### src/spem_pkg.sv
// ----------------------------------------------------------------------------
// spem_pkg
// Shared types and constants of the 3x3 edge gradient magnitude block.
// ----------------------------------------------------------------------------
package spem_pkg;

    localparam int DEF_MAX_WIDTH = 2048;
    localparam int PIX_W         = 8;
    localparam int CFG_IDX_W     = 2;
    localparam int CFG_DATA_W    = 16;
    localparam int IMG_W_BITS    = 12;
    localparam int IMG_H_BITS    = 16;
    localparam int SUM_W         = 21;

    localparam logic [CFG_IDX_W-1:0] CFG_KERNEL_MODE  = 2'd0;
    localparam logic [CFG_IDX_W-1:0] CFG_IMAGE_WIDTH  = 2'd1;
    localparam logic [CFG_IDX_W-1:0] CFG_IMAGE_HEIGHT = 2'd2;

    localparam logic KIND_PIXEL = 1'b0;
    localparam logic KIND_DRAIN = 1'b1;

    localparam logic MODE_SOBEL = 1'b0;

    localparam logic [IMG_W_BITS-1:0] RST_WIDTH  = 12'd640;
    localparam logic [IMG_H_BITS-1:0] RST_HEIGHT = 16'd480;

    localparam logic [PIX_W-1:0] MAG_MAX   = 8'd255;
    localparam logic [SUM_W-1:0] SAT_LEVEL = 21'd65025;

    typedef logic [PIX_W-1:0] t_pix;

    typedef struct packed {
        logic is_drain;
        logic row0;
        logic first_col;
        logic emit_a;
        logic emit_b;
        logic last;
    } t_cmd_flags;

    typedef enum logic [2:0] {
        ST_IDLE,
        ST_READ,
        ST_LOAD,
        ST_SUM,
        ST_ROOT,
        ST_SEND
    } t_back_state;

endpackage

### src/spem_queue.sv
// ----------------------------------------------------------------------------
// spem_queue
// Two-entry command queue between front and back.
// ----------------------------------------------------------------------------
module spem_queue import spem_pkg::*; #(
    parameter int DW = 8
) (
    input  logic          i_clk,
    input  logic          i_rst_n,
    input  logic          i_push,
    input  logic [DW-1:0] i_data,
    input  logic          i_pop,
    output logic [DW-1:0] o_data,
    output logic          o_full,
    output logic          o_empty
);

    logic [DW-1:0] r_mem [2];
    logic          r_wp, r_rp;
    logic [1:0]    r_cnt;

    assign o_full  = (r_cnt == 2'd2);
    assign o_empty = (r_cnt == 2'd0);
    assign o_data  = r_mem[r_rp];

    always_ff @(posedge i_clk) begin
        if (i_push) begin
            r_mem[r_wp] <= i_data;
        end
    end

    always_ff @(posedge i_clk) begin
        if (!i_rst_n) begin
            r_wp  <= 1'b0;
            r_rp  <= 1'b0;
            r_cnt <= 2'd0;
        end else begin
            if (i_push) begin
                r_wp <= !r_wp;
            end
            if (i_pop) begin
                r_rp <= !r_rp;
            end
            r_cnt <= r_cnt + 2'(i_push) - 2'(i_pop);
        end
    end

endmodule

### config.mk
export PLATFORM = sky130hd
export DESIGN_NAME = spem_queue
export DESIGN_NICKNAME = d
export VERILOG_FILES = /design/src/spem_pkg.sv /design/src/spem_queue.sv
export SDC_FILE = /design/constraint.sdc
export NUM_CORES = 1
export LEC_CHECK = 0
export ABC_AREA = 0
export BUFFER_PORTS_ARGS = -buffer_cell sky130_fd_sc_hd__buf_2
export CAP_MARGIN = 20
export CORE_MARGIN = 2
export CORE_UTILIZATION = 43
export CTS_CLUSTER_DIAMETER = 50
export DETAILED_ROUTE_END_ITERATION = 16
export PLACE_DENSITY = 0.66
export SLEW_MARGIN = 10
export SYNTH_ARGS = -nofsm -noshare
export SYNTH_HDL_FRONTEND = slang
export SYNTH_SLANG_ARGS = --single-unit
### constraint.sdc
create_clock -name i_clk -period 1.55 [get_ports i_clk]
set_input_delay 0.31 -clock i_clk [delete_from_list [all_inputs] [get_ports i_clk]]
set_output_delay 0.31 -clock i_clk [all_outputs]
set_load 0.1 [all_outputs]
==> impl_metrics.tcl, run 1 <==
set metrics [dict create \
    drive_gt1_share_pct 52.1 \
    fp.dieW_um 47.2 \
    postCtsResizedCells 3 \
    period_minus_slack_ps 1570 \
    cts_root_buf "clkbuf_4" \
    row_count 15 \
    syn_area_per_cell_sq_um 17.4 \
    synth.ff_latch_count 21 \
    max-vdd-ir-drop_uv 1160 \
    cts.clk_slew.worst_paths_ps 110 \
    grt_start_max_net_pins 12 \
    slowest_stage "dfxtp_4" \
    synth.distinct_cells 12 \
    start_util_pct 45.9 \
    clock-sinks 21 \
    swShare_pct 35.5 \
    rsz0062_at_grt "true" \
    power.internal_uw 954 \
    p_seq_share_pct 45.9 \
    hold_violations 0 \
    worstSkewPairLatency_ps 300 \
    crit_buf_inv 1 \
    muxShareOfSynthArea_pct 11.2 \
    crit_path_max_incr_delay_ps 450 \
    syn_to_final_growth_pct 42.5 \
    fill_cells 137 \
    worstMarginPinSlew_ps 484 \
    path_delay_family "flip-flops" \
    fp.dieArea_sq_um 2220 \
    fin_skew_ps 6.34 \
    maxCapViolations 0 \
    die-height_um 47.2 \
    min-delay-start "i_data[7]" \
    setup-violations-final 8 \
    gr-usage-all-layers_pct 11.6 \
    drt-initial-drc-count 6 \
    cts.hold.buffers_added 0 \
    synth_fa_ha_area_share_pct 3.13 \
    cts_made_buffers 3 \
    post_cts_buffers 0 \
    drt-total-wl_mm 1.17 \
    core-area_sq_um 1750 \
    stdcell_area_sq_um 1140 \
    htree_levels 1 \
    synth_area_leader_cell "edfxtp_1" \
    fin_tns_setup_ps -95.8 \
    ys_warn_count 0 \
    rrSetupSlack_ps 140 \
    crit_path_end_kind "output port" \
    fin_ws_ps -15.9 \
    yosys.area_share.simple_pct 6.72 \
    overflow 0 \
    post_dp_cell_area_sq_um 1080 \
    ios 22 \
    hold_path.class "input pin to flip-flop" \
    syn_nets 60 \
    cp-start-kind "flip-flop" \
    outcome "complete, but fails checks" \
    whs_ps 193 \
    dpl.hpwl_um 875 \
    relSlewSlack_pct 67.9 \
    vias 431 \
    pwr-share-comb_pct 37.0 \
    synth_compound_area_share_pct 0.938 \
    path_max_fanout 8 \
    post_drt_wl_per_cell_um 12.1 \
    postLayoutCoreUtil_pct 65.4 \
    netlist_area_sq_um 801 \
    min_period_over_period_pct 101 \
    syn-instance-count 46 \
    rr_startpoint "r_cnt[0]" \
    fmax_mhz 639 \
    gp_congestion 0.638 \
    synthTopCellsByArea "edfxtp_1, dfxtp_1, mux2_2" \
    violations "setup timing" \
    cts_max_path_buffers 2 \
    antenna_found_initial 0 \
    required_ps 1240 \
    critPathArrivalTime_ps 1260 \
    viasPerCell 4.49 \
    cts_tree "done" \
    clockPowerShare_pct 17.1 \
    cp_cell_sequence "mux2_4, buf_12" \
    io_buffers 21 \
    firstDrtPassIters 4 \
    ant_nets 0 \
    antenna_cells 0 \
    synth.top_cell.area_share_pct 60.0 \
    slew_violations 0 \
    grt_pass1_vias 384 \
    switchingPower_uw 526 \
    synth_top_family_by_area "multiplexers" \
    path_class "flip-flop to output port" \
    p_per_area_nw_per_um2 1300 \
    drcViolationCount 0 \
    grt_pass1_wl_mm 1.66 \
    synth-seq-area-share_pct 72.5 \
    yosys.area_share.xor_xnor_pct 3.91 \
    leakage_uw 0.000470 \
    fin_nets 86 \
]
-- stage by stage --
step	power, uW	setup slack (ps)	instances
floorplan	1050	33.5	46
global placement	1220	123	92
detailed placement	1230	96.1	92
CTS	1470	-45.9	96
global route	1530	-52.9	96
finish	1480	-15.9	96
-- cell families after synthesis --
logic type      count (synthesis)
fa+ha+maj                       2
compound gates                  1
buf+inv                         3
mux                             8
simple gates                    9
flops                          21
xor+xnor                        2
-- synth_stat cells (all sizes together) --
cell	count
edfxtp	16
mux2	8
dfxtp	5
and2	4
nor2b	4
ha	2
inv	2
buf	1
nor2	1
o21a	1
xnor3	1
xor2	1
-- final timing paths --
kind                                    end  depth (start not counted)
worst min-delay path            r_mem[1][7]                          1
worst max register to register     r_cnt[1]                          6
worst max-delay path              o_data[5]                          2
worst min register to register    flip-flop                          2
-- flip-flops by register name (all words and copies together) (netlist names), named ones only --
| signal | cells |
|---|---|
| r_wp | 1 |
| r_rp | 1 |
| r_mem | 16 |
| r_cnt | 2 |
-- cells in the final DEF, fill, tap and decap left out --
cell type  instances
nor2_2             1
dfxtp_1            3
and2_1             4
ha_1               2
inv_1              2
buf_4              1
nor2b_1            3
dfxtp_4            1
xor2_1             1
xnor3_1            1
dfxtp_2            1
nor2b_2            1
buf_2             12
buf_12             9
clkbuf_4           3
edfxtp_1          16
clkbuf_1           1
o21a_1             1
mux2_4             8
-- per-layer routing --
layer  vias up  track usage (%)  part of all wire, %
met5         -                0                    0
met4         0             8.33                  2.5
met3         4             4.23                  4.7
met2        14             19.7                   55
met1       198             11.8                   38
li1        215                -                    -
-- area by class of cell --
| type | instances | area (sq um) | share of cell area [%] |
|---|---|---|---|
| Clock buffer | 4 | 26.3 | 2.30 |
| Multi-Input combinational cell | 22 | 243 | 21.3 |
| Timing Repair Buffer | 22 | 248 | 21.7 |
| Sequential cell | 21 | 586 | 51.3 |
| Inverter | 2 | 7.51 | 0.658 |
| Tap cell | 25 | 31.3 | 2.74 |
-- power by group through the flow --
stage	Sequential (uW)	Clock, uW	Combinational, uW
5_1_grt	684	276	569
3_5_place_dp	689	0	537
3_3_place_gp	686	0	533
6_report	680	253	547
2_1_floorplan	676	0	377
4_1_cts	677	257	540
Note: power is estimated with default switching activity, not from simulation.
==> inputs of run 2 (changes only) <==
--- a/config.mk
+++ b/config.mk
@@ -6,7 +6,7 @@
 export NUM_CORES = 1
 export LEC_CHECK = 0
 export ABC_AREA = 0
-export BUFFER_PORTS_ARGS = -buffer_cell sky130_fd_sc_hd__buf_2
+export BUFFER_PORTS_ARGS = -buffer_cell sky130_fd_sc_hd__buf_4
 export CAP_MARGIN = 20
 export CORE_MARGIN = 2
 export CORE_UTILIZATION = 43
==> run 2 against run 1 <==
The run still ends with setup timing left. Largest power group unchanged. Clock power increased by 4%. Non-clock buffer count is the same. Sequential share of layout area is 0.78 points lower. Clock skew down 3.8 ps. Via count down 0.93%. Largest cell class unchanged. Routed wire length is 6.7% higher. Worst setup slack lost 18 ps. Combinational power fell by 1%. Final area is 1.5% higher.
==> impl_metrics.tcl, run 2 (synthesis results as in run 1) <==
set metrics [dict create \
    switchingPower_uw 532 \
    row_count 15 \
    pwr-share-comb_pct 36.5 \
    grt_pass1_vias 397 \
    grt_pass1_wl_mm 1.81 \
    cts.clk_slew.worst_paths_ps 110 \
    cts_max_path_buffers 2 \
    ios 22 \
    required_ps 1240 \
    largest_register_ff_count 16 \
    fin_tns_setup_ps -186 \
    hold_path.class "input pin to flip-flop" \
    drive_gt1_share_pct 52.1 \
    largest_registers "r_mem (16), r_cnt (2)" \
    cts_root_buf "clkbuf_4" \
    slew_violations 0 \
    ant_nets 0 \
    drt-initial-drc-count 18 \
    overflow 0 \
    gr-usage-all-layers_pct 12.5 \
    period_minus_slack_ps 1580 \
    post_drt_wl_per_cell_um 13.0 \
    grt_start_max_net_pins 12 \
    crit_buf_inv 1 \
    outcome "complete, but fails checks" \
    clock-sinks 21 \
    final_cells 96 \
    critPathArrivalTime_ps 1270 \
    io_buffers 21 \
    fmax_mhz 631 \
    syn_to_final_growth_pct 44.7 \
    fin_skew_ps 2.57 \
    dpl.hpwl_um 805 \
    core-area_sq_um 1750 \
    fill_cells 126 \
    cp-start-kind "flip-flop" \
    p_total_uw 1480 \
    cts.hold.buffers_added 0 \
    violations "setup timing" \
    mostFrequentLayoutCells "edfxtp_1, buf_4, mux2_4, buf_12, and2_1" \
    die-height_um 47.2 \
    stdcell_area_sq_um 1160 \
    path_delay_family "flip-flops" \
    postCtsResizedCells 34 \
    fp.dieW_um 47.2 \
    max-vdd-ir-drop_uv 652 \
    post_dp_cell_area_sq_um 997 \
    p_seq_share_pct 45.9 \
    path_class "flip-flop to output port" \
    cp_cell_sequence "mux2_4, buf_12" \
    final_common_cell "edfxtp_1" \
    post_cts_buffers 0 \
    setup-violations-final 8 \
    clockPowerShare_pct 17.7 \
    maxCapViolations 0 \
    fp.dieArea_sq_um 2220 \
    path_max_fanout 8 \
    relSlewSlack_pct 74.0 \
    power.internal_uw 950 \
    regMostFlops "r_mem" \
    postLayoutCoreUtil_pct 66.4 \
    cts_made_buffers 3 \
    vias 427 \
    drt-total-wl_mm 1.24 \
    start_util_pct 45.9 \
    fin_nets 86 \
    leakage_uw 0.000477 \
    viasPerCell 4.45 \
    drcViolationCount 0 \
    cts_tree "done" \
    hold_violations 0 \
    p_per_area_nw_per_um2 1280 \
    antenna_found_initial 0 \
    slowest_stage "dfxtp_4" \
    antenna_cells 0 \
    swShare_pct 35.9 \
    fin_ws_ps -34.0 \
    worstSkewPairLatency_ps 300 \
    worstMarginPinSlew_ps 390 \
    gp_congestion 0.644 \
    htree_levels 1 \
    firstDrtPassIters 2 \
    crit_path_max_incr_delay_ps 460 \
    rsz0062_at_grt "true" \
    dp.cells 92 \
    min_period_over_period_pct 102 \
    crit_path_end_kind "output port" \
]
run 2: cell types whose count changed in the layout (fill, tap and decap cells not counted):
cell | previous run | this run
buf_2 | 12 | 0
buf_12 | 9 | 8
buf_4 | 1 | 14
run 2: final cells by class:
class | count | area [sq um] | area share (%)
multi-input combinational | 22 | 243 | 21.0
inverter | 2 | 7.51 | 0.648
tap | 25 | 31.3 | 2.70
timing repair buffer | 22 | 265 | 22.9
clock buffer | 4 | 26.3 | 2.27
sequential | 21 | 586 | 50.5
run 2: stage by stage:
| stage | hold WS, ps | setup WS, ps |
|---|---|---|
| 6_report | 186 | -34.0 |
| 2_1_floorplan | 409 | 33.5 |
| 3_3_place_gp | 497 | 87.0 |
| 3_5_place_dp | 499 | 106 |
| 4_1_cts | 174 | -32.2 |
| 5_1_grt | 160 | -76.1 |
run 2: worst register-to-register path: stages (launching register included):
cell and delay (ps):
dfxtp_2 370, inv_1 50, ha_1 260, inv_1 50, ha_1 130, xnor3_1 370
nor2b_1 100
run 2: per-layer routing:
layer	track usage [%]	vias up	routed length, um
li1	-	215	-
met1	15.7	198	554
met2	19.5	12	619
met3	3.85	2	51
met4	6.67	0	19
met5	0	-	0
run 2: worst paths after layout:
check | startpoint | to | slack, ps | cells after the start
setup / recovery | flip-flop | o_data[0] | -30 | 2
hold / removal | i_data[7] | r_mem[1][7] | 190 | 1
setup reg to reg | r_cnt[0] | r_cnt[1] | 150 | 6
hold reg to reg | r_rp | flip-flop | 580 | 2
run 2: power groups by stage:
stage,sequential (uW),clock [uW],combinational [uW]
final,680,262,541
after global routing,686,293,562
after CTS,679,271,541
after detailed placement,687,0,461
after global placement,687,0,461
after floorplan,676,0,377
==> inputs of run 3 (changes only) <==
--- a/config.mk
+++ b/config.mk
@@ -12,7 +12,7 @@
 export CORE_UTILIZATION = 43
 export CTS_CLUSTER_DIAMETER = 50
 export DETAILED_ROUTE_END_ITERATION = 16
-export PLACE_DENSITY = 0.66
+export PLACE_DENSITY = 0.77
 export SLEW_MARGIN = 10
 export SYNTH_ARGS = -nofsm -noshare
 export SYNTH_HDL_FRONTEND = slang
==> run 3 against run 2 <==
Worst setup slack improved by 15 ps. Die area unchanged. Sequential power about the same. Utilization decreased by 0.072 points. Largest cell class unchanged. Hold slack improved by 6.6 ps. Routed wire length increased by 7.5%. Highest routed layer unchanged. Combinational power about the same. Clock power decreased by 3%. Critical endpoint is now o_data[2]. Sequential cell count unchanged. The run still ends with setup timing left. Clock skew increased by 1.6 ps. Power decreased by 0.54%.
==> impl_metrics.tcl, run 3 (synthesis results as in run 1) <==
set metrics [dict create \
    row_count 15 \
    maxCapViolations 0 \
    path_delay_family "flip-flops" \
    cp-start-kind "flip-flop" \
    io_buffers 21 \
    outcome "complete, but fails checks" \
    cts_tree "done" \
    hold_violations 0 \
    overflow 0 \
    min_period_over_period_pct 101 \
    cts_max_path_buffers 2 \
    switchingPower_uw 525 \
    grt_pass1_wl_mm 1.77 \
    stdcell_area_sq_um 1160 \
    swShare_pct 35.6 \
    final_common_cell "edfxtp_1" \
    path_class "flip-flop to output port" \
    worstMarginPinSlew_ps 407 \
    grt_start_max_net_pins 12 \
    critPathArrivalTime_ps 1260 \
    fp.dieArea_sq_um 2220 \
    regToRegEndpoint "r_cnt[1]" \
    post_drt_wl_per_cell_um 13.9 \
    min-delay-start "i_data[5]" \
    fill_cells 120 \
    fin_ws_ps -18.8 \
    clock-sinks 21 \
    max-vdd-ir-drop_uv 773 \
    clockPowerShare_pct 17.2 \
    post_dp_cell_area_sq_um 997 \
    cts_made_buffers 3 \
    hold_path.class "input pin to flip-flop" \
    start_util_pct 45.9 \
    regMostFlops "r_mem" \
    worstSkewPairLatency_ps 290 \
    largest_register_ff_count 16 \
    fin_skew_ps 4.12 \
    pwr-share-comb_pct 36.7 \
    ios 22 \
    leakage_uw 0.000477 \
    cts.clk_slew.worst_paths_ps 110 \
    p_seq_share_pct 46.1 \
    rsz0062_at_grt "true" \
    setup-violations-final 8 \
    period_minus_slack_ps 1570 \
    relSlewSlack_pct 72.9 \
    fp.dieW_um 47.2 \
    power.internal_uw 949 \
    vias 448 \
    reg2reg_depth 6 \
    core-area_sq_um 1750 \
    gr-usage-all-layers_pct 12.2 \
    fmax_mhz 637 \
    grt_pass1_vias 445 \
    required_ps 1240 \
    slew_violations 0 \
    slowest_stage "dfxtp_4" \
    htree_levels 1 \
    cts_root_buf "clkbuf_4" \
    hold_end "r_mem[1][5]" \
    fin_nets 86 \
    crit_path_max_incr_delay_ps 450 \
    firstDrtPassIters 4 \
    drt-total-wl_mm 1.34 \
    drt-initial-drc-count 1 \
    crit_path_end_kind "output port" \
    hold_depth 1 \
    violations "setup timing" \
    p_per_area_nw_per_um2 1270 \
    largest_registers "r_mem (16), r_cnt (2)" \
    crit_buf_inv 1 \
    drive_gt1_share_pct 50.7 \
    antenna_cells 0 \
    fin_tns_setup_ps -99.2 \
    gp_congestion 0.633 \
    antenna_found_initial 0 \
    ant_nets 0 \
    rr_startpoint "r_cnt[0]" \
    rrSetupSlack_ps 120 \
    path_max_fanout 8 \
    drcViolationCount 0 \
    mostFrequentLayoutCells "edfxtp_1, buf_4, mux2_4, buf_12" \
    syn_to_final_growth_pct 44.5 \
    die-height_um 47.2 \
    viasPerCell 4.67 \
    cp_cell_sequence "mux2_4, buf_12" \
]
run 3: cell types whose count changed in the layout (fill, tap and decap cells not counted):
cell	change
dfxtp_2	-1
dfxtp_1	+1
run 3: layout make-up:
type / instances / area (sq um) / area share (%)
timing repair buffer: 22 / 265 / 22.9
sequential: 21 / 584 / 50.5
multi-input combinational: 22 / 243 / 21.0
tap: 25 / 31.3 / 2.70
inverter: 2 / 7.51 / 0.649
clock buffer: 4 / 26.3 / 2.27
run 3: worst reg2reg max path, stage by stage (launching register included):
cell	delay [ps]
dfxtp_1	390
inv_1	60
ha_1	260
inv_1	50
ha_1	130
xnor3_1	370
nor2b_1	110
run 3: through the flow:
| stage | utilization (%) | total power, uW | std cells | worst slack (ps) | hold slack (ps) |
|---|---|---|---|---|---|
| 3_5_place_dp | 57.1 | 1150 | 92 | 92.3 | 500 |
| 2_1_floorplan | - | 1050 | 46 | 33.5 | 409 |
| 4_1_cts | 60.6 | 1410 | 96 | -29.0 | 187 |
| 6_report | 66.3 | 1470 | 96 | -18.8 | 192 |
| 3_3_place_gp | 57.1 | 1140 | 92 | 109 | 495 |
| 5_1_grt | 66.3 | 1530 | 96 | -62.9 | 173 |
run 3: repair_timing:
action                                  4_1_cts  5_1_grt
setup buffers                                 0        0
endpoints found under the setup margin        8        8
resized for setup                            10       24
hold buffers                                  0        0
run 3: per-layer routing:
metal / routed length, um / GRT usage, % / share of wire (%)
met1: 521 / 13.4 / 39
met2: 700 / 20.3 / 52
met3: 71 / 2.31 / 5.3
met4: 43 / 10.0 / 3.2
met5: 0 / 0 / 0
run 3: worst max path at each step:
stage                end  cells past startpoint
2_1_floorplan     o_full                      1
3_3_place_gp   o_data[3]                      2
3_5_place_dp    r_cnt[1]                      6
4_1_cts        o_data[1]                      2
5_1_grt        o_data[2]                      2
6_report       o_data[2]                      2
run 3: power groups by stage:
stage / clock [uW] / sequential (uW) / combinational [uW]
2_1_floorplan: 0 / 676 / 377
4_1_cts: 257 / 675 / 480
6_report: 254 / 680 / 541
3_3_place_gp: 0 / 685 / 456
3_5_place_dp: 0 / 688 / 461
5_1_grt: 284 / 686 / 559
