<file path="src/spem_pkg.sv">
// ----------------------------------------------------------------------------
// spem_pkg
// Shared types and constants of the 3x3 edge gradient magnitude block.
// ----------------------------------------------------------------------------
package spem_pkg;

    localparam int DEF_MAX_WIDTH = 2048;
    localparam int PIX_W         = 8;
    localparam int CFG_IDX_W     = 2;
    localparam int CFG_DATA_W    = 16;
    localparam int IMG_W_BITS    = 12;
    localparam int IMG_H_BITS    = 16;
    localparam int SUM_W         = 21;

    localparam logic [CFG_IDX_W-1:0] CFG_KERNEL_MODE  = 2'd0;
    localparam logic [CFG_IDX_W-1:0] CFG_IMAGE_WIDTH  = 2'd1;
    localparam logic [CFG_IDX_W-1:0] CFG_IMAGE_HEIGHT = 2'd2;

    localparam logic KIND_PIXEL = 1'b0;
    localparam logic KIND_DRAIN = 1'b1;

    localparam logic MODE_SOBEL = 1'b0;

    localparam logic [IMG_W_BITS-1:0] RST_WIDTH  = 12'd640;
    localparam logic [IMG_H_BITS-1:0] RST_HEIGHT = 16'd480;

    localparam logic [PIX_W-1:0] MAG_MAX   = 8'd255;
    localparam logic [SUM_W-1:0] SAT_LEVEL = 21'd65025;

    typedef logic [PIX_W-1:0] t_pix;

    typedef struct packed {
        logic is_drain;
        logic row0;
        logic first_col;
        logic emit_a;
        logic emit_b;
        logic last;
    } t_cmd_flags;

    typedef enum logic [2:0] {
        ST_IDLE,
        ST_READ,
        ST_LOAD,
        ST_SUM,
        ST_ROOT,
        ST_SEND
    } t_back_state;

endpackage

</file>
<file path="src/spem_front.sv">
// ----------------------------------------------------------------------------
// spem_front
// Accepts items, tracks raster and drain positions, issues commands.
// ----------------------------------------------------------------------------
module spem_front import spem_pkg::*; #(
    parameter int MAX_WIDTH = DEF_MAX_WIDTH,
    localparam int AW = $clog2(MAX_WIDTH)
) (
    input  logic                  i_clk,
    input  logic                  i_rst_n,
    input  logic                  i_valid,
    input  logic                  i_kind,
    input  t_pix                  i_pix,
    output logic                  o_ready,
    input  logic [IMG_W_BITS-1:0] i_image_width,
    input  logic [IMG_H_BITS-1:0] i_image_height,
    input  logic                  i_full,
    output logic                  o_push,
    output t_cmd_flags            o_flags,
    output t_pix                  o_pix,
    output logic [AW-1:0]         o_addr0,
    output logic [AW-1:0]         o_addr1,
    output logic [AW-1:0]         o_addr2
);

    logic [AW-1:0]         r_col, n_col;
    logic [IMG_H_BITS-1:0] r_row, n_row;
    logic [AW-1:0]         r_drain, n_drain;
    logic                  r_await, n_await;

    logic [AW:0]           w_eff;
    logic [AW-1:0]         w_last;
    logic [IMG_H_BITS-1:0] h_last;
    logic                  accept;

    always_comb begin
        if (i_image_width == '0) begin
            w_eff = (AW+1)'(1);
        end else if (32'(i_image_width) > 32'(MAX_WIDTH)) begin
            w_eff = (AW+1)'(MAX_WIDTH);
        end else begin
            w_eff = (AW+1)'(i_image_width);
        end
        w_last = AW'(w_eff - (AW+1)'(1));
        h_last = (i_image_height == '0) ? '0 : i_image_height - 16'd1;
    end

    assign o_ready = !i_full;
    assign accept  = i_valid && !i_full;
    assign o_pix   = i_pix;

    always_comb begin
        n_col   = r_col;
        n_row   = r_row;
        n_drain = r_drain;
        n_await = r_await;
        o_push  = 1'b0;
        o_flags = '0;
        o_addr0 = r_col;
        o_addr1 = r_col;
        o_addr2 = r_col;
        if (accept && i_kind == KIND_PIXEL && !r_await) begin
            o_push            = 1'b1;
            o_flags.row0      = (r_row == '0);
            o_flags.first_col = (r_col == '0);
            o_flags.emit_a    = (r_row != '0) && (r_col != '0);
            o_flags.emit_b    = (r_row != '0) && (r_col >= w_last);
            if (r_col >= w_last) begin
                n_col = '0;
                if (r_row >= h_last) begin
                    n_row   = '0;
                    n_drain = '0;
                    n_await = 1'b1;
                end else begin
                    n_row = r_row + 16'd1;
                end
            end else begin
                n_col = r_col + AW'(1);
            end
        end else if (accept && i_kind == KIND_DRAIN && r_await) begin
            o_push           = 1'b1;
            o_flags.is_drain = 1'b1;
            o_flags.last     = (r_drain >= w_last);
            o_addr0          = (r_drain == '0) ? '0 : r_drain - AW'(1);
            o_addr1          = r_drain;
            o_addr2          = (r_drain < w_last) ? r_drain + AW'(1) : r_drain;
            if (r_drain >= w_last) begin
                n_drain = '0;
                n_await = 1'b0;
            end else begin
                n_drain = r_drain + AW'(1);
            end
        end
    end

    always_ff @(posedge i_clk) begin
        if (!i_rst_n) begin
            r_col   <= '0;
            r_row   <= '0;
            r_drain <= '0;
            r_await <= 1'b0;
        end else begin
            r_col   <= n_col;
            r_row   <= n_row;
            r_drain <= n_drain;
            r_await <= n_await;
        end
    end

endmodule

</file>
<file path="config.mk">
export PLATFORM = sky130hd
export DESIGN_NAME = spem_front
export DESIGN_NICKNAME = d
export VERILOG_FILES = /design/src/spem_pkg.sv /design/src/spem_front.sv
export SDC_FILE = /design/constraint.sdc
export NUM_CORES = 1
export LEC_CHECK = 0
export ABC_AREA = 1
export BUFFER_PORTS_ARGS = -buffer_cell sky130_fd_sc_hd__buf_2
export CORE_MARGIN = 3
export CORE_UTILIZATION = 25
export DETAILED_ROUTE_END_ITERATION = 7
export PLACE_DENSITY_LB_ADDON = 0.1
export SLEW_MARGIN = 40
export SYNTH_ARGS = -nofsm -noshare
export SYNTH_HDL_FRONTEND = slang
export SYNTH_SLANG_ARGS = --single-unit
</file>
<file path="constraint.sdc">
create_clock -name i_clk -period 5.1 [get_ports i_clk]
set_input_delay 0.51 -clock i_clk [delete_from_list [all_inputs] [get_ports i_clk]]
set_output_delay 0.51 -clock i_clk [all_outputs]
set_load 0.05 [all_outputs]
</file>
==> run_summary.xml, run 1 <==
<?xml version="1.0" encoding="UTF-8"?>
<metrics>
  <group name="outcome">
    <metric name="run_status" unit="">finished clean</metric>
  </group>
  <group name="yosys">
    <metric name="number_of_synthesized_flops_with_an_enable_pin" unit="">0</metric>
    <metric name="synth_top_area_share" unit="%">16.4</metric>
    <metric name="ys_types" unit="">43</metric>
    <metric name="postSynth.asyncResetShare" unit="%">0</metric>
    <metric name="post_synth_inst_count" unit="">772</metric>
    <metric name="yosys-top-cells-count" unit="">nand2_1, nor2_1, inv_1</metric>
    <metric name="most_frequent_cell_after_synthesis" unit="">nand2_1</metric>
    <metric name="syn_avg_cell_area" unit="um^2">6.17</metric>
    <metric name="synthTopCellsByArea" unit="">dfxtp_1, nand2_1, ha_1, nor2_1, nand3_1</metric>
    <metric name="post_synth_instance_area" unit="mm^2">0.00476</metric>
    <metric name="postSynthRegisterBits" unit="">39</metric>
    <metric name="synth.yosys.warnings" unit="">0</metric>
    <metric name="synth_top_area_cell" unit="">dfxtp_1</metric>
    <metric name="syn-num-nets" unit="">849</metric>
    <metric name="synth_sequential_area_ratio" unit="%">16.4</metric>
    <metric name="postSynth.topFlopCell" unit="">dfxtp_1</metric>
  </group>
  <group name="global_routing">
    <metric name="grt-busiest-layer" unit="">met2</metric>
    <metric name="gr_util_all_layers" unit="%">15.7</metric>
    <metric name="grt_max_degree" unit="">37</metric>
    <metric name="grt_util_met2" unit="%">26.6</metric>
    <metric name="first_global_vias" unit="">4885</metric>
    <metric name="grt_pass1_wl" unit="mm">26.1</metric>
    <metric name="grt_util_met3" unit="%">2.41</metric>
    <metric name="met1_usage" unit="%">21.3</metric>
    <metric name="globalRouteOverflowTotal" unit="">0</metric>
    <metric name="antenna_found_initial" unit="">0</metric>
  </group>
  <group name="timing">
    <metric name="worst_slack" unit="ns">0.514</metric>
    <metric name="timing.setup.tns" unit="ns">0</metric>
    <metric name="min_period_over_period" unit="%">89.9</metric>
    <metric name="rsz0062_at_grt" unit="">no</metric>
    <metric name="timing.clock.skew" unit="ns">0.00483</metric>
    <metric name="actual_transition_at_the_worst_max_transition_pin" unit="ns">0.818</metric>
    <metric name="worst_slew_margin_rel" unit="%">45.2</metric>
    <metric name="report.final.setup_viol" unit="">0</metric>
    <metric name="finalHoldViolCount" unit="">0</metric>
    <metric name="timing.fmax" unit="MHz">218</metric>
    <metric name="finalMaxSlewViolations" unit="">0</metric>
    <metric name="layout_min_cycle_time" unit="ns">4.59</metric>
  </group>
  <group name="clock_network">
    <metric name="h-tree-depth" unit="">2</metric>
    <metric name="cts-root-to-sink-buffers" unit="">2</metric>
    <metric name="post_cts_resized" unit="">0</metric>
    <metric name="clk_transition_reported_paths" unit="ns">0.06</metric>
    <metric name="root_buffer_selected_by_cts" unit="">clkbuf_16</metric>
    <metric name="cts_tree" unit="">built</metric>
    <metric name="cts_sinks" unit="">39</metric>
    <metric name="worstSkewPairLatency" unit="ns">0.29</metric>
    <metric name="cts_hold_buffers" unit="">0</metric>
    <metric name="cts_made_buffers" unit="">5</metric>
    <metric name="post-cts-setup-buffer-count" unit="">0</metric>
  </group>
  <group name="setup_path">
    <metric name="crit_type" unit="">in2out</metric>
    <metric name="cp.arrival" unit="ns">4.08</metric>
    <metric name="worstPathMaxFanout" unit="">16</metric>
    <metric name="worst-r2r-cell-count" unit="">20</metric>
    <metric name="capturing_element_type_of_the_critical_path" unit="">output pin</metric>
    <metric name="worstSetupStartpointType" unit="">input pin</metric>
    <metric name="cp.required" unit="ns">4.59</metric>
  </group>
  <group name="place">
    <metric name="detailed_placement_hpwl" unit="mm">13.0</metric>
    <metric name="gp_congestion" unit="">0.817</metric>
    <metric name="numPortBuffers" unit="">73</metric>
    <metric name="placed_cells_incl_taps" unit="">1052</metric>
    <metric name="dp_slack" unit="ns">0.512</metric>
  </group>
  <group name="drt">
    <metric name="drt.antenna.violating_nets" unit="">0</metric>
    <metric name="detail_route.wl_per_cell" unit="um">15.1</metric>
    <metric name="route.detailed.drc" unit="">0</metric>
    <metric name="routed_wl" unit="mm">16.0</metric>
    <metric name="route.detailed.vias_per_inst" unit="">4.70</metric>
    <metric name="vias" unit="">4986</metric>
    <metric name="initialDrtViolationCount" unit="">241</metric>
    <metric name="drt_pre_antenna_iters" unit="">5</metric>
  </group>
  <group name="floorplanning">
    <metric name="floorplan.core_area" unit="mm^2">0.0183</metric>
    <metric name="rows" unit="">49</metric>
    <metric name="die_height" unit="um">144</metric>
    <metric name="top_level_ports" unit="">90</metric>
    <metric name="design.die.area" unit="mm^2">0.0207</metric>
    <metric name="initial_utilization" unit="%">26.0</metric>
    <metric name="fp.dieW" unit="um">144</metric>
  </group>
  <group name="finish">
    <metric name="number_of_filler_cells_placed_in_the_layout" unit="">2117</metric>
    <metric name="inserted_diodes" unit="">0</metric>
    <metric name="drive_above_1_share" unit="%">17.9</metric>
    <metric name="syn2layout_area_growth" unit="%">14.7</metric>
    <metric name="final_standard_cell_count_with_taps_included_and_fillers_excluded" unit="">1060</metric>
    <metric name="nets" unit="">907</metric>
    <metric name="final_core_util" unit="%">29.8</metric>
  </group>
  <group name="hold_path">
    <metric name="holdCritPathClass" unit="">reg2reg</metric>
    <metric name="worstHoldPathCells" unit="">2</metric>
  </group>
  <group name="job">
    <metric name="max_cap_violation_count" unit="">0</metric>
  </group>
  <group name="pwr">
    <metric name="lkg_pwr" unit="nW">2.81</metric>
    <metric name="power-per-cell-area" unit="mW/mm^2">156</metric>
    <metric name="power" unit="uW">851</metric>
    <metric name="ir_drop" unit="mV">0.115</metric>
  </group>
</metrics>
[kinds of logic after synthesis]
kind of cell	count (synthesis)	synth area share [%]
fa+ha+maj	36	9.46
simple gates	454	44.4
flops	39	16.4
mux	1	0.210
buf+inv	112	10.5
xor+xnor	41	7.54
compound gates	89	11.5
[registers in the layout (all words and copies together), names as in the netlist]
register / cells
r_drain: 11
r_await: 1
r_row: 16
r_col: 11
[cells in the final DEF (no fill, tap or decap), drive strengths merged, types with 10 or more instances in the layout]
cell / netlist / layout
inv: 82 / 83
nor3: 25 / 25
nor4: 10 / 10
nand2: 198 / 198
xor2: 35 / 35
ha: 36 / 36
nand3: 89 / 89
buf: 20 / 79
dfxtp: 39 / 39
nand4: 13 / 13
nor2: 107 / 107
o21ai: 38 / 38
a21oi: 31 / 31
[through the flow]
step           hold slack (ns)  instance area, um^2
2_1_floorplan            0.453                 4760
3_3_place_gp             0.492                 5280
3_5_place_dp             0.489                 5290
4_1_cts                  0.502                 5460
5_1_grt                  0.540                 5460
6_report                 0.503                 5460
[worst max-delay path: stages]
cell and delay [ns]:
buf_2 0.16, nor2_1 0.06, nand2_1 0.09, nor2_2 0.06, nand2_2 0.05, nand2_2 0.05
a21oi_2 0.41, ha_1 0.37, inv_1 0.08, a21oi_1 0.19, nor2_1 0.10, ha_1 0.30
inv_1 0.05, nor3_1 0.14, a211oi_1 0.06, o21ai_0 0.20, nand4_1 0.12, nand2_1 0.08
nand2_1 0.05, nand2_1 0.06, nand2_2 0.07, nand2_2 0.11, inv_2 0.13, nand2_1 0.09
o211ai_1 0.09, nand2_1 0.12, buf_2 0.27
[report_power, final]
group          switching [mW]  internal, mW  total [mW]
combinational           0.107        0.0534       0.161
sequential            0.00111         0.305       0.306
clock                   0.138         0.246       0.384
[worst paths after layout]
path,startpoint,to,slack (ns)
max,i_image_width[4],o_addr2[8],0.51
min,r_await,r_await,0.50
max reg2reg,r_row[0],r_row[5],2.62
min reg2reg,r_await,r_await,0.50
[routing by layer]
metal  share of wire (%)  wire length, um  up-vias
met5                   0                0        -
met4                 1.1              172        0
met3                 4.1              652       11
met2                  46             7320       92
met1                  49             7880     2235
li1                    -                -     2648
[cell type report]
type,count,area [um^2],share of cell area [%]
Tap cell,229,287,5.24
Timing Repair Buffer,79,410,7.51
Multi-Input combinational cell,621,3490,63.9
Clock buffer,6,139,2.54
Clock inverter,2,38.8,0.710
Inverter,84,315,5.77
Sequential cell,39,781,14.3
Note: power is estimated with default switching activity, not from simulation.
==> run 2: changes to the inputs <==
- CTS_BUF_LIST: not set -> sky130_fd_sc_hd__clkbuf_8
- clock period: 5.1 -> 4.69 ns (I/O delays scaled with it)
==> run 2 against run 1 <==
  * Clock power shrank 38%
  * Largest power group is now sequential cells
  * Via count up 0.72%
  * Core utilization fell by 0.17 points
  * Non-clock buffer count rose by 9
  * Global-route usage decreased by 0.26 points
  * Routed wire length down 1.3%
  * Sequential cell count unchanged
  * Sequential power is 8.5% higher
  * Critical path type unchanged
  * Sequential share of layout area is 0.082 points higher
  * Register-to-register slack got worse by 0.48 ns
==> run_summary.xml, run 2 (synthesis results as in run 1) <==
<?xml version="1.0" encoding="UTF-8"?>
<metrics>
  <group name="timing">
    <metric name="finalMaxSlewViolations" unit="">0</metric>
    <metric name="timing.fmax" unit="MHz">236</metric>
    <metric name="layout_min_cycle_time" unit="ns">4.24</metric>
    <metric name="report.final.setup_viol" unit="">0</metric>
    <metric name="finalHoldViolCount" unit="">0</metric>
    <metric name="timing.clock.skew" unit="ns">0.00699</metric>
    <metric name="rsz0062_at_grt" unit="">no</metric>
    <metric name="actual_transition_at_the_worst_max_transition_pin" unit="ns">0.880</metric>
    <metric name="min_period_over_period" unit="%">90.5</metric>
    <metric name="worst_slew_margin_rel" unit="%">40.8</metric>
    <metric name="timing.setup.tns" unit="ns">0</metric>
  </group>
  <group name="place">
    <metric name="numPortBuffers" unit="">73</metric>
    <metric name="detailed_placement_hpwl" unit="mm">12.9</metric>
    <metric name="gp_congestion" unit="">0.829</metric>
  </group>
  <group name="global_routing">
    <metric name="grt_pass1_wl" unit="mm">25.6</metric>
    <metric name="antenna_found_initial" unit="">0</metric>
    <metric name="first_global_vias" unit="">4762</metric>
    <metric name="gr_util_all_layers" unit="%">15.5</metric>
    <metric name="globalRouteOverflowTotal" unit="">0</metric>
    <metric name="grt_max_degree" unit="">37</metric>
  </group>
  <group name="finish">
    <metric name="drive_above_1_share" unit="%">18.6</metric>
    <metric name="top_register" unit="">r_row</metric>
    <metric name="top_regs" unit="">r_row (16), r_col (11), r_drain (11)</metric>
    <metric name="most-common-layout-cells" unit="">nand2_1, nor2_1, inv_1</metric>
    <metric name="syn2layout_area_growth" unit="%">14.1</metric>
    <metric name="layout.cells.most_common" unit="">nand2_1</metric>
    <metric name="final_core_util" unit="%">29.6</metric>
    <metric name="inserted_diodes" unit="">0</metric>
    <metric name="nets" unit="">916</metric>
    <metric name="number_of_filler_cells_placed_in_the_layout" unit="">2125</metric>
    <metric name="largest_register_ffs" unit="">16</metric>
  </group>
  <group name="clock_network">
    <metric name="cts_sinks" unit="">39</metric>
    <metric name="root_buffer_selected_by_cts" unit="">clkbuf_8</metric>
    <metric name="clk_transition_reported_paths" unit="ns">0.09</metric>
    <metric name="h-tree-depth" unit="">2</metric>
    <metric name="cts_tree" unit="">built</metric>
    <metric name="cts_hold_buffers" unit="">0</metric>
    <metric name="post_cts_resized" unit="">0</metric>
    <metric name="cts-root-to-sink-buffers" unit="">2</metric>
    <metric name="cts_made_buffers" unit="">5</metric>
    <metric name="worstSkewPairLatency" unit="ns">0.30</metric>
    <metric name="post-cts-setup-buffer-count" unit="">0</metric>
  </group>
  <group name="drt">
    <metric name="route.detailed.vias_per_inst" unit="">4.70</metric>
    <metric name="route.detailed.drc" unit="">0</metric>
    <metric name="drt.antenna.violating_nets" unit="">0</metric>
    <metric name="detail_route.wl_per_cell" unit="um">14.8</metric>
    <metric name="initialDrtViolationCount" unit="">283</metric>
    <metric name="vias" unit="">5022</metric>
    <metric name="routed_wl" unit="mm">15.8</metric>
    <metric name="drt_pre_antenna_iters" unit="">5</metric>
  </group>
  <group name="setup_path">
    <metric name="crit_type" unit="">in2out</metric>
    <metric name="cp.required" unit="ns">4.22</metric>
    <metric name="worst-path-buf-inv" unit="">6</metric>
    <metric name="path_common_cell" unit="">nand2_1</metric>
    <metric name="capturing_element_type_of_the_critical_path" unit="">output pin</metric>
    <metric name="crit_path_top_delay_cell" unit="">ha_1</metric>
    <metric name="worstPathMaxFanout" unit="">8</metric>
    <metric name="crit_family" unit="">simple AND/OR/NAND/NOR gates</metric>
    <metric name="critical-path-max-stage-delay" unit="ns">0.31</metric>
    <metric name="worstSetupStartpointType" unit="">input pin</metric>
    <metric name="cp.arrival" unit="ns">3.78</metric>
  </group>
  <group name="floorplanning">
    <metric name="design.die.area" unit="mm^2">0.0207</metric>
    <metric name="fp.dieW" unit="um">144</metric>
    <metric name="rows" unit="">49</metric>
    <metric name="die_height" unit="um">144</metric>
    <metric name="initial_utilization" unit="%">26.0</metric>
    <metric name="top_level_ports" unit="">90</metric>
    <metric name="floorplan.core_area" unit="mm^2">0.0183</metric>
  </group>
  <group name="job">
    <metric name="max_cap_violation_count" unit="">0</metric>
  </group>
  <group name="outcome">
    <metric name="run_status" unit="">finished clean</metric>
  </group>
  <group name="pwr">
    <metric name="ir_drop" unit="mV">0.0931</metric>
    <metric name="power-per-cell-area" unit="mW/mm^2">138</metric>
    <metric name="lkg_pwr" unit="nW">2.80</metric>
  </group>
  <group name="hold_path">
    <metric name="holdCritPathClass" unit="">reg2reg</metric>
  </group>
</metrics>
==> run 2: cell count changes in the layout (fill, tap and decap cells not counted) <==
| cell | before | now |
|---|---|---|
| clkbuf_16 | 5 | 0 |
| nor4_2 | 1 | 0 |
| inv_6 | 1 | 0 |
| nor4_1 | 9 | 10 |
| clkbuf_8 | 1 | 5 |
| clkinv_2 | 0 | 1 |
| inv_1 | 81 | 82 |
| buf_4 | 6 | 15 |
| clkinvlp_4 | 0 | 1 |
| bufinv_16 | 1 | 0 |
==> run 2: worst paths after layout <==
path,from,end,slack (ns),cells after the start
worst min register to register,r_await,r_await,0.50,2
worst min-delay path,r_await,r_await,0.50,2
worst max-delay path,i_image_width[6],o_addr2[6],0.45,28
worst max register to register,r_row[0],r_row[2],2.14,20
==> run 2: cell type report <==
class / instances / area (um^2) / share of cell area, %
Clock inverter: 3 / 16.3 / 0.299
Clock buffer: 5 / 68.8 / 1.27
Tap cell: 229 / 287 / 5.27
Timing Repair Buffer: 88 / 478 / 8.80
Sequential cell: 39 / 781 / 14.4
Multi-Input combinational cell: 621 / 3490 / 64.2
Inverter: 84 / 315 / 5.80
==> run 2: tightest hold or removal path, stage by stage (launching register included) <==
cell and delay (ns):
dfxtp_1 0.34, nand2_1 0.07, a21oi_1 0.05
==> run 2: per-stage QoR <==
stage | cell area, um^2 | std cells | power [mW] | hold WS, ns | worst slack, ns
global placement | 5350 | 1061 | 0.520 | 0.492 | 0.345
detailed placement | 5350 | 1061 | 0.519 | 0.487 | 0.279
CTS | 5430 | 1069 | 0.759 | 0.503 | 0.419
floorplan | 4760 | 772 | 0.481 | 0.453 | 0.349
finish | 5430 | 1069 | 0.749 | 0.500 | 0.446
global route | 5430 | 1069 | 0.799 | 0.524 | 0.0808
==> run 2: power breakdown <==
part | total (mW) | internal, mW | switching (mW)
clock network | 0.239 | 0.102 | 0.137
registers | 0.332 | 0.331 | 0.00102
logic | 0.177 | 0.0602 | 0.117
total | 0.749 | 0.494 | 0.255
==> run 2: per-layer routing <==
layer	vias up	global-route usage [%]	share of wire, %
met5	-	0	0
met1	2248	21.3	49
li1	2661	-	-
met4	0	2.48	0.75
met3	7	2.08	4.7
met2	106	26.2	46
==> run 3: changes to the inputs <==
- BUFFER_PORTS_ARGS: -buffer_cell sky130_fd_sc_hd__buf_2 -> -buffer_cell sky130_fd_sc_hd__clkbuf_2
==> run 3 against run 2 <==
  * Worst setup slack improved by 0.032 ns
  * Sequential cell count did not move
  * Critical path depth fell by 2
  * Combinational power barely moved
  * Count of clock-buffer cells in the layout did not move
  * Fmax rose by 0.76%
  * Largest power group unchanged
  * Global-route usage rose by 0.053 points
  * Highest routed layer unchanged
  * Core utilization fell by 0.055 points
  * Power rose by 7.5%
  * Hold slack got worse by 0.0024 ns
  * Sequential power barely moved
==> run_summary.xml, run 3 (synthesis results as in run 1) <==
<?xml version="1.0" encoding="UTF-8"?>
<metrics>
  <group name="outcome">
    <metric name="run_status" unit="">finished clean</metric>
  </group>
  <group name="floorplanning">
    <metric name="initial_utilization" unit="%">26.0</metric>
    <metric name="fp.dieW" unit="um">144</metric>
    <metric name="die_height" unit="um">144</metric>
    <metric name="top_level_ports" unit="">90</metric>
    <metric name="design.die.area" unit="mm^2">0.0207</metric>
    <metric name="rows" unit="">49</metric>
    <metric name="floorplan.core_area" unit="mm^2">0.0183</metric>
  </group>
  <group name="global_routing">
    <metric name="antenna_found_initial" unit="">0</metric>
    <metric name="grt_pass1_wl" unit="mm">25.6</metric>
    <metric name="first_global_vias" unit="">4736</metric>
    <metric name="grt_max_degree" unit="">37</metric>
    <metric name="gr_util_all_layers" unit="%">15.5</metric>
    <metric name="globalRouteOverflowTotal" unit="">0</metric>
  </group>
  <group name="finish">
    <metric name="most-common-layout-cells" unit="">nand2_1, nor2_1, inv_1</metric>
    <metric name="top_register" unit="">r_row</metric>
    <metric name="finalInstanceArea" unit="mm^2">0.00542</metric>
    <metric name="top_regs" unit="">r_row (16), r_col (11), r_drain (11)</metric>
    <metric name="inserted_diodes" unit="">0</metric>
    <metric name="layout.cells.most_common" unit="">nand2_1</metric>
    <metric name="largest_register_ffs" unit="">16</metric>
    <metric name="number_of_filler_cells_placed_in_the_layout" unit="">2105</metric>
    <metric name="nets" unit="">910</metric>
    <metric name="syn2layout_area_growth" unit="%">13.9</metric>
    <metric name="drive_above_1_share" unit="%">18.2</metric>
  </group>
  <group name="hold_path">
    <metric name="min_to" unit="">r_await</metric>
    <metric name="hold_path_startpoint" unit="">r_await</metric>
    <metric name="worstHoldPathCells" unit="">2</metric>
    <metric name="holdCritPathClass" unit="">reg2reg</metric>
  </group>
  <group name="place">
    <metric name="detailed_placement_hpwl" unit="mm">12.9</metric>
    <metric name="gp_congestion" unit="">0.829</metric>
    <metric name="numPortBuffers" unit="">73</metric>
    <metric name="placed_cell_area" unit="mm^2">0.00530</metric>
  </group>
  <group name="timing">
    <metric name="finalMaxSlewViolations" unit="">0</metric>
    <metric name="finalHoldViolCount" unit="">0</metric>
    <metric name="timing.setup.tns" unit="ns">0</metric>
    <metric name="timing.fmax" unit="MHz">237</metric>
    <metric name="timing.clock.skew" unit="ns">0.0163</metric>
    <metric name="min_period_over_period" unit="%">89.8</metric>
    <metric name="report.final.setup_viol" unit="">0</metric>
    <metric name="actual_transition_at_the_worst_max_transition_pin" unit="ns">0.814</metric>
    <metric name="worst_slew_margin_rel" unit="%">45.0</metric>
    <metric name="rsz0062_at_grt" unit="">no</metric>
    <metric name="layout_min_cycle_time" unit="ns">4.21</metric>
  </group>
  <group name="clock_network">
    <metric name="post_cts_resized" unit="">0</metric>
    <metric name="cts_made_buffers" unit="">5</metric>
    <metric name="cts_hold_buffers" unit="">0</metric>
    <metric name="cts_sinks" unit="">39</metric>
    <metric name="worstSkewPairLatency" unit="ns">0.31</metric>
    <metric name="h-tree-depth" unit="">2</metric>
    <metric name="root_buffer_selected_by_cts" unit="">clkbuf_8</metric>
    <metric name="cts_tree" unit="">built</metric>
    <metric name="post-cts-setup-buffer-count" unit="">0</metric>
    <metric name="clk_transition_reported_paths" unit="ns">0.09</metric>
    <metric name="cts-root-to-sink-buffers" unit="">2</metric>
  </group>
  <group name="setup_path">
    <metric name="worstSetupStartpointType" unit="">input pin</metric>
    <metric name="timing.rr.end" unit="">r_drain[7]</metric>
    <metric name="cp.arrival" unit="ns">3.74</metric>
    <metric name="cp.required" unit="ns">4.22</metric>
    <metric name="worst-r2r-cell-count" unit="">19</metric>
    <metric name="crit_type" unit="">in2out</metric>
    <metric name="rrSetupSlack" unit="ns">2.15</metric>
    <metric name="r2r_start" unit="">r_row[0]</metric>
    <metric name="worstPathMaxFanout" unit="">16</metric>
    <metric name="capturing_element_type_of_the_critical_path" unit="">output pin</metric>
  </group>
  <group name="pwr">
    <metric name="netSwitchingPower" unit="uW">256</metric>
    <metric name="part_of_the_power_in_registers" unit="%">41.3</metric>
    <metric name="comb_power_share" unit="%">22.0</metric>
    <metric name="power-per-cell-area" unit="mW/mm^2">148</metric>
    <metric name="swShare" unit="%">31.8</metric>
    <metric name="p_int" unit="uW">549</metric>
    <metric name="lkg_pwr" unit="nW">2.76</metric>
    <metric name="ir_drop" unit="mV">0.0966</metric>
    <metric name="p_clk_share" unit="%">36.7</metric>
  </group>
  <group name="drt">
    <metric name="route.detailed.drc" unit="">0</metric>
    <metric name="vias" unit="">4994</metric>
    <metric name="routed_wl" unit="mm">15.9</metric>
    <metric name="detail_route.wl_per_cell" unit="um">14.9</metric>
    <metric name="route.detailed.vias_per_inst" unit="">4.70</metric>
    <metric name="drt_pre_antenna_iters" unit="">7</metric>
    <metric name="drt.antenna.violating_nets" unit="">0</metric>
    <metric name="initialDrtViolationCount" unit="">278</metric>
  </group>
  <group name="job">
    <metric name="max_cap_violation_count" unit="">0</metric>
  </group>
</metrics>
run 3: how the worst max path moves through the flow:
| stage | start | to | slack (ns) |
|---|---|---|---|
| floorplan | i_image_width[6] | o_addr2[0] | 0.35 |
| global placement | i_image_width[6] | o_addr2[0] | 0.39 |
| detailed placement | i_image_height[0] | r_drain[7] | 0.34 |
| CTS | i_image_width[4] | o_addr2[0] | 0.40 |
| global route | i_image_width[4] | o_addr2[0] | 0.05 |
| finish | i_image_width[4] | o_addr2[9] | 0.48 |
run 3: critical path: stages:
cell      delay (ns)
clkbuf_2        0.17
nor2_1          0.07
nand2_1         0.09
nor2_2          0.06
nand2_2         0.05
nand2_2         0.09
a21oi_2         0.17
ha_2            0.26
inv_1           0.07
a21oi_1         0.19
nor2_1          0.11
ha_1            0.31
inv_1           0.05
nor3_1          0.13
a211oi_1        0.06
o21ai_0         0.16
nand4_1         0.11
nand2_1         0.09
nand2_1         0.05
nand2_1         0.07
nand2_2         0.07
nand2_2         0.12
inv_4           0.10
o211ai_1        0.26
nand2_1         0.10
clkbuf_2        0.25
run 3: cell type report:
type | count | area (um^2) | area share, %
Clock buffer | 5 | 68.8 | 1.27
Clock inverter | 3 | 43.8 | 0.808
Inverter | 84 | 318 | 5.86
Multi-Input combinational cell | 621 | 3490 | 64.4
Sequential cell | 39 | 781 | 14.4
Tap cell | 229 | 287 | 5.28
Timing Repair Buffer | 82 | 435 | 8.03
run 3: per-stage QoR:
stage | power [mW] | hold WS [ns] | worst slack, ns | util (%) | std cells
finish | 0.805 | 0.498 | 0.478 | 29.6 | 1063
global route | 0.850 | 0.525 | 0.0538 | 29.6 | 1063
CTS | 0.817 | 0.505 | 0.395 | 29.5 | 1063
detailed placement | 0.518 | 0.489 | 0.337 | 28.9 | 1055
global placement | 0.519 | 0.501 | 0.387 | 28.9 | 1055
floorplan | 0.481 | 0.453 | 0.349 | - | 772
run 3: per-layer routing:
metal  share of wire [%]  track usage, %  routed length [um]  vias up
li1                    -               -                   -     2663
met2                  44            25.3                7050       79
met5                   0               0                   0        -
met1                  51            22.0                8090     2240
met3                 3.5            1.92                 556       12
met4                 1.1            3.17                 178        0
run 3: power by group through the flow:
| stage | clock [mW] | sequential (mW) | combinational (mW) |
|---|---|---|---|
| floorplan | 0 | 0.340 | 0.141 |
| global placement | 0 | 0.340 | 0.179 |
| detailed placement | 0 | 0.340 | 0.177 |
| global route | 0.315 | 0.333 | 0.202 |
| CTS | 0.307 | 0.333 | 0.178 |
| finish | 0.295 | 0.332 | 0.177 |
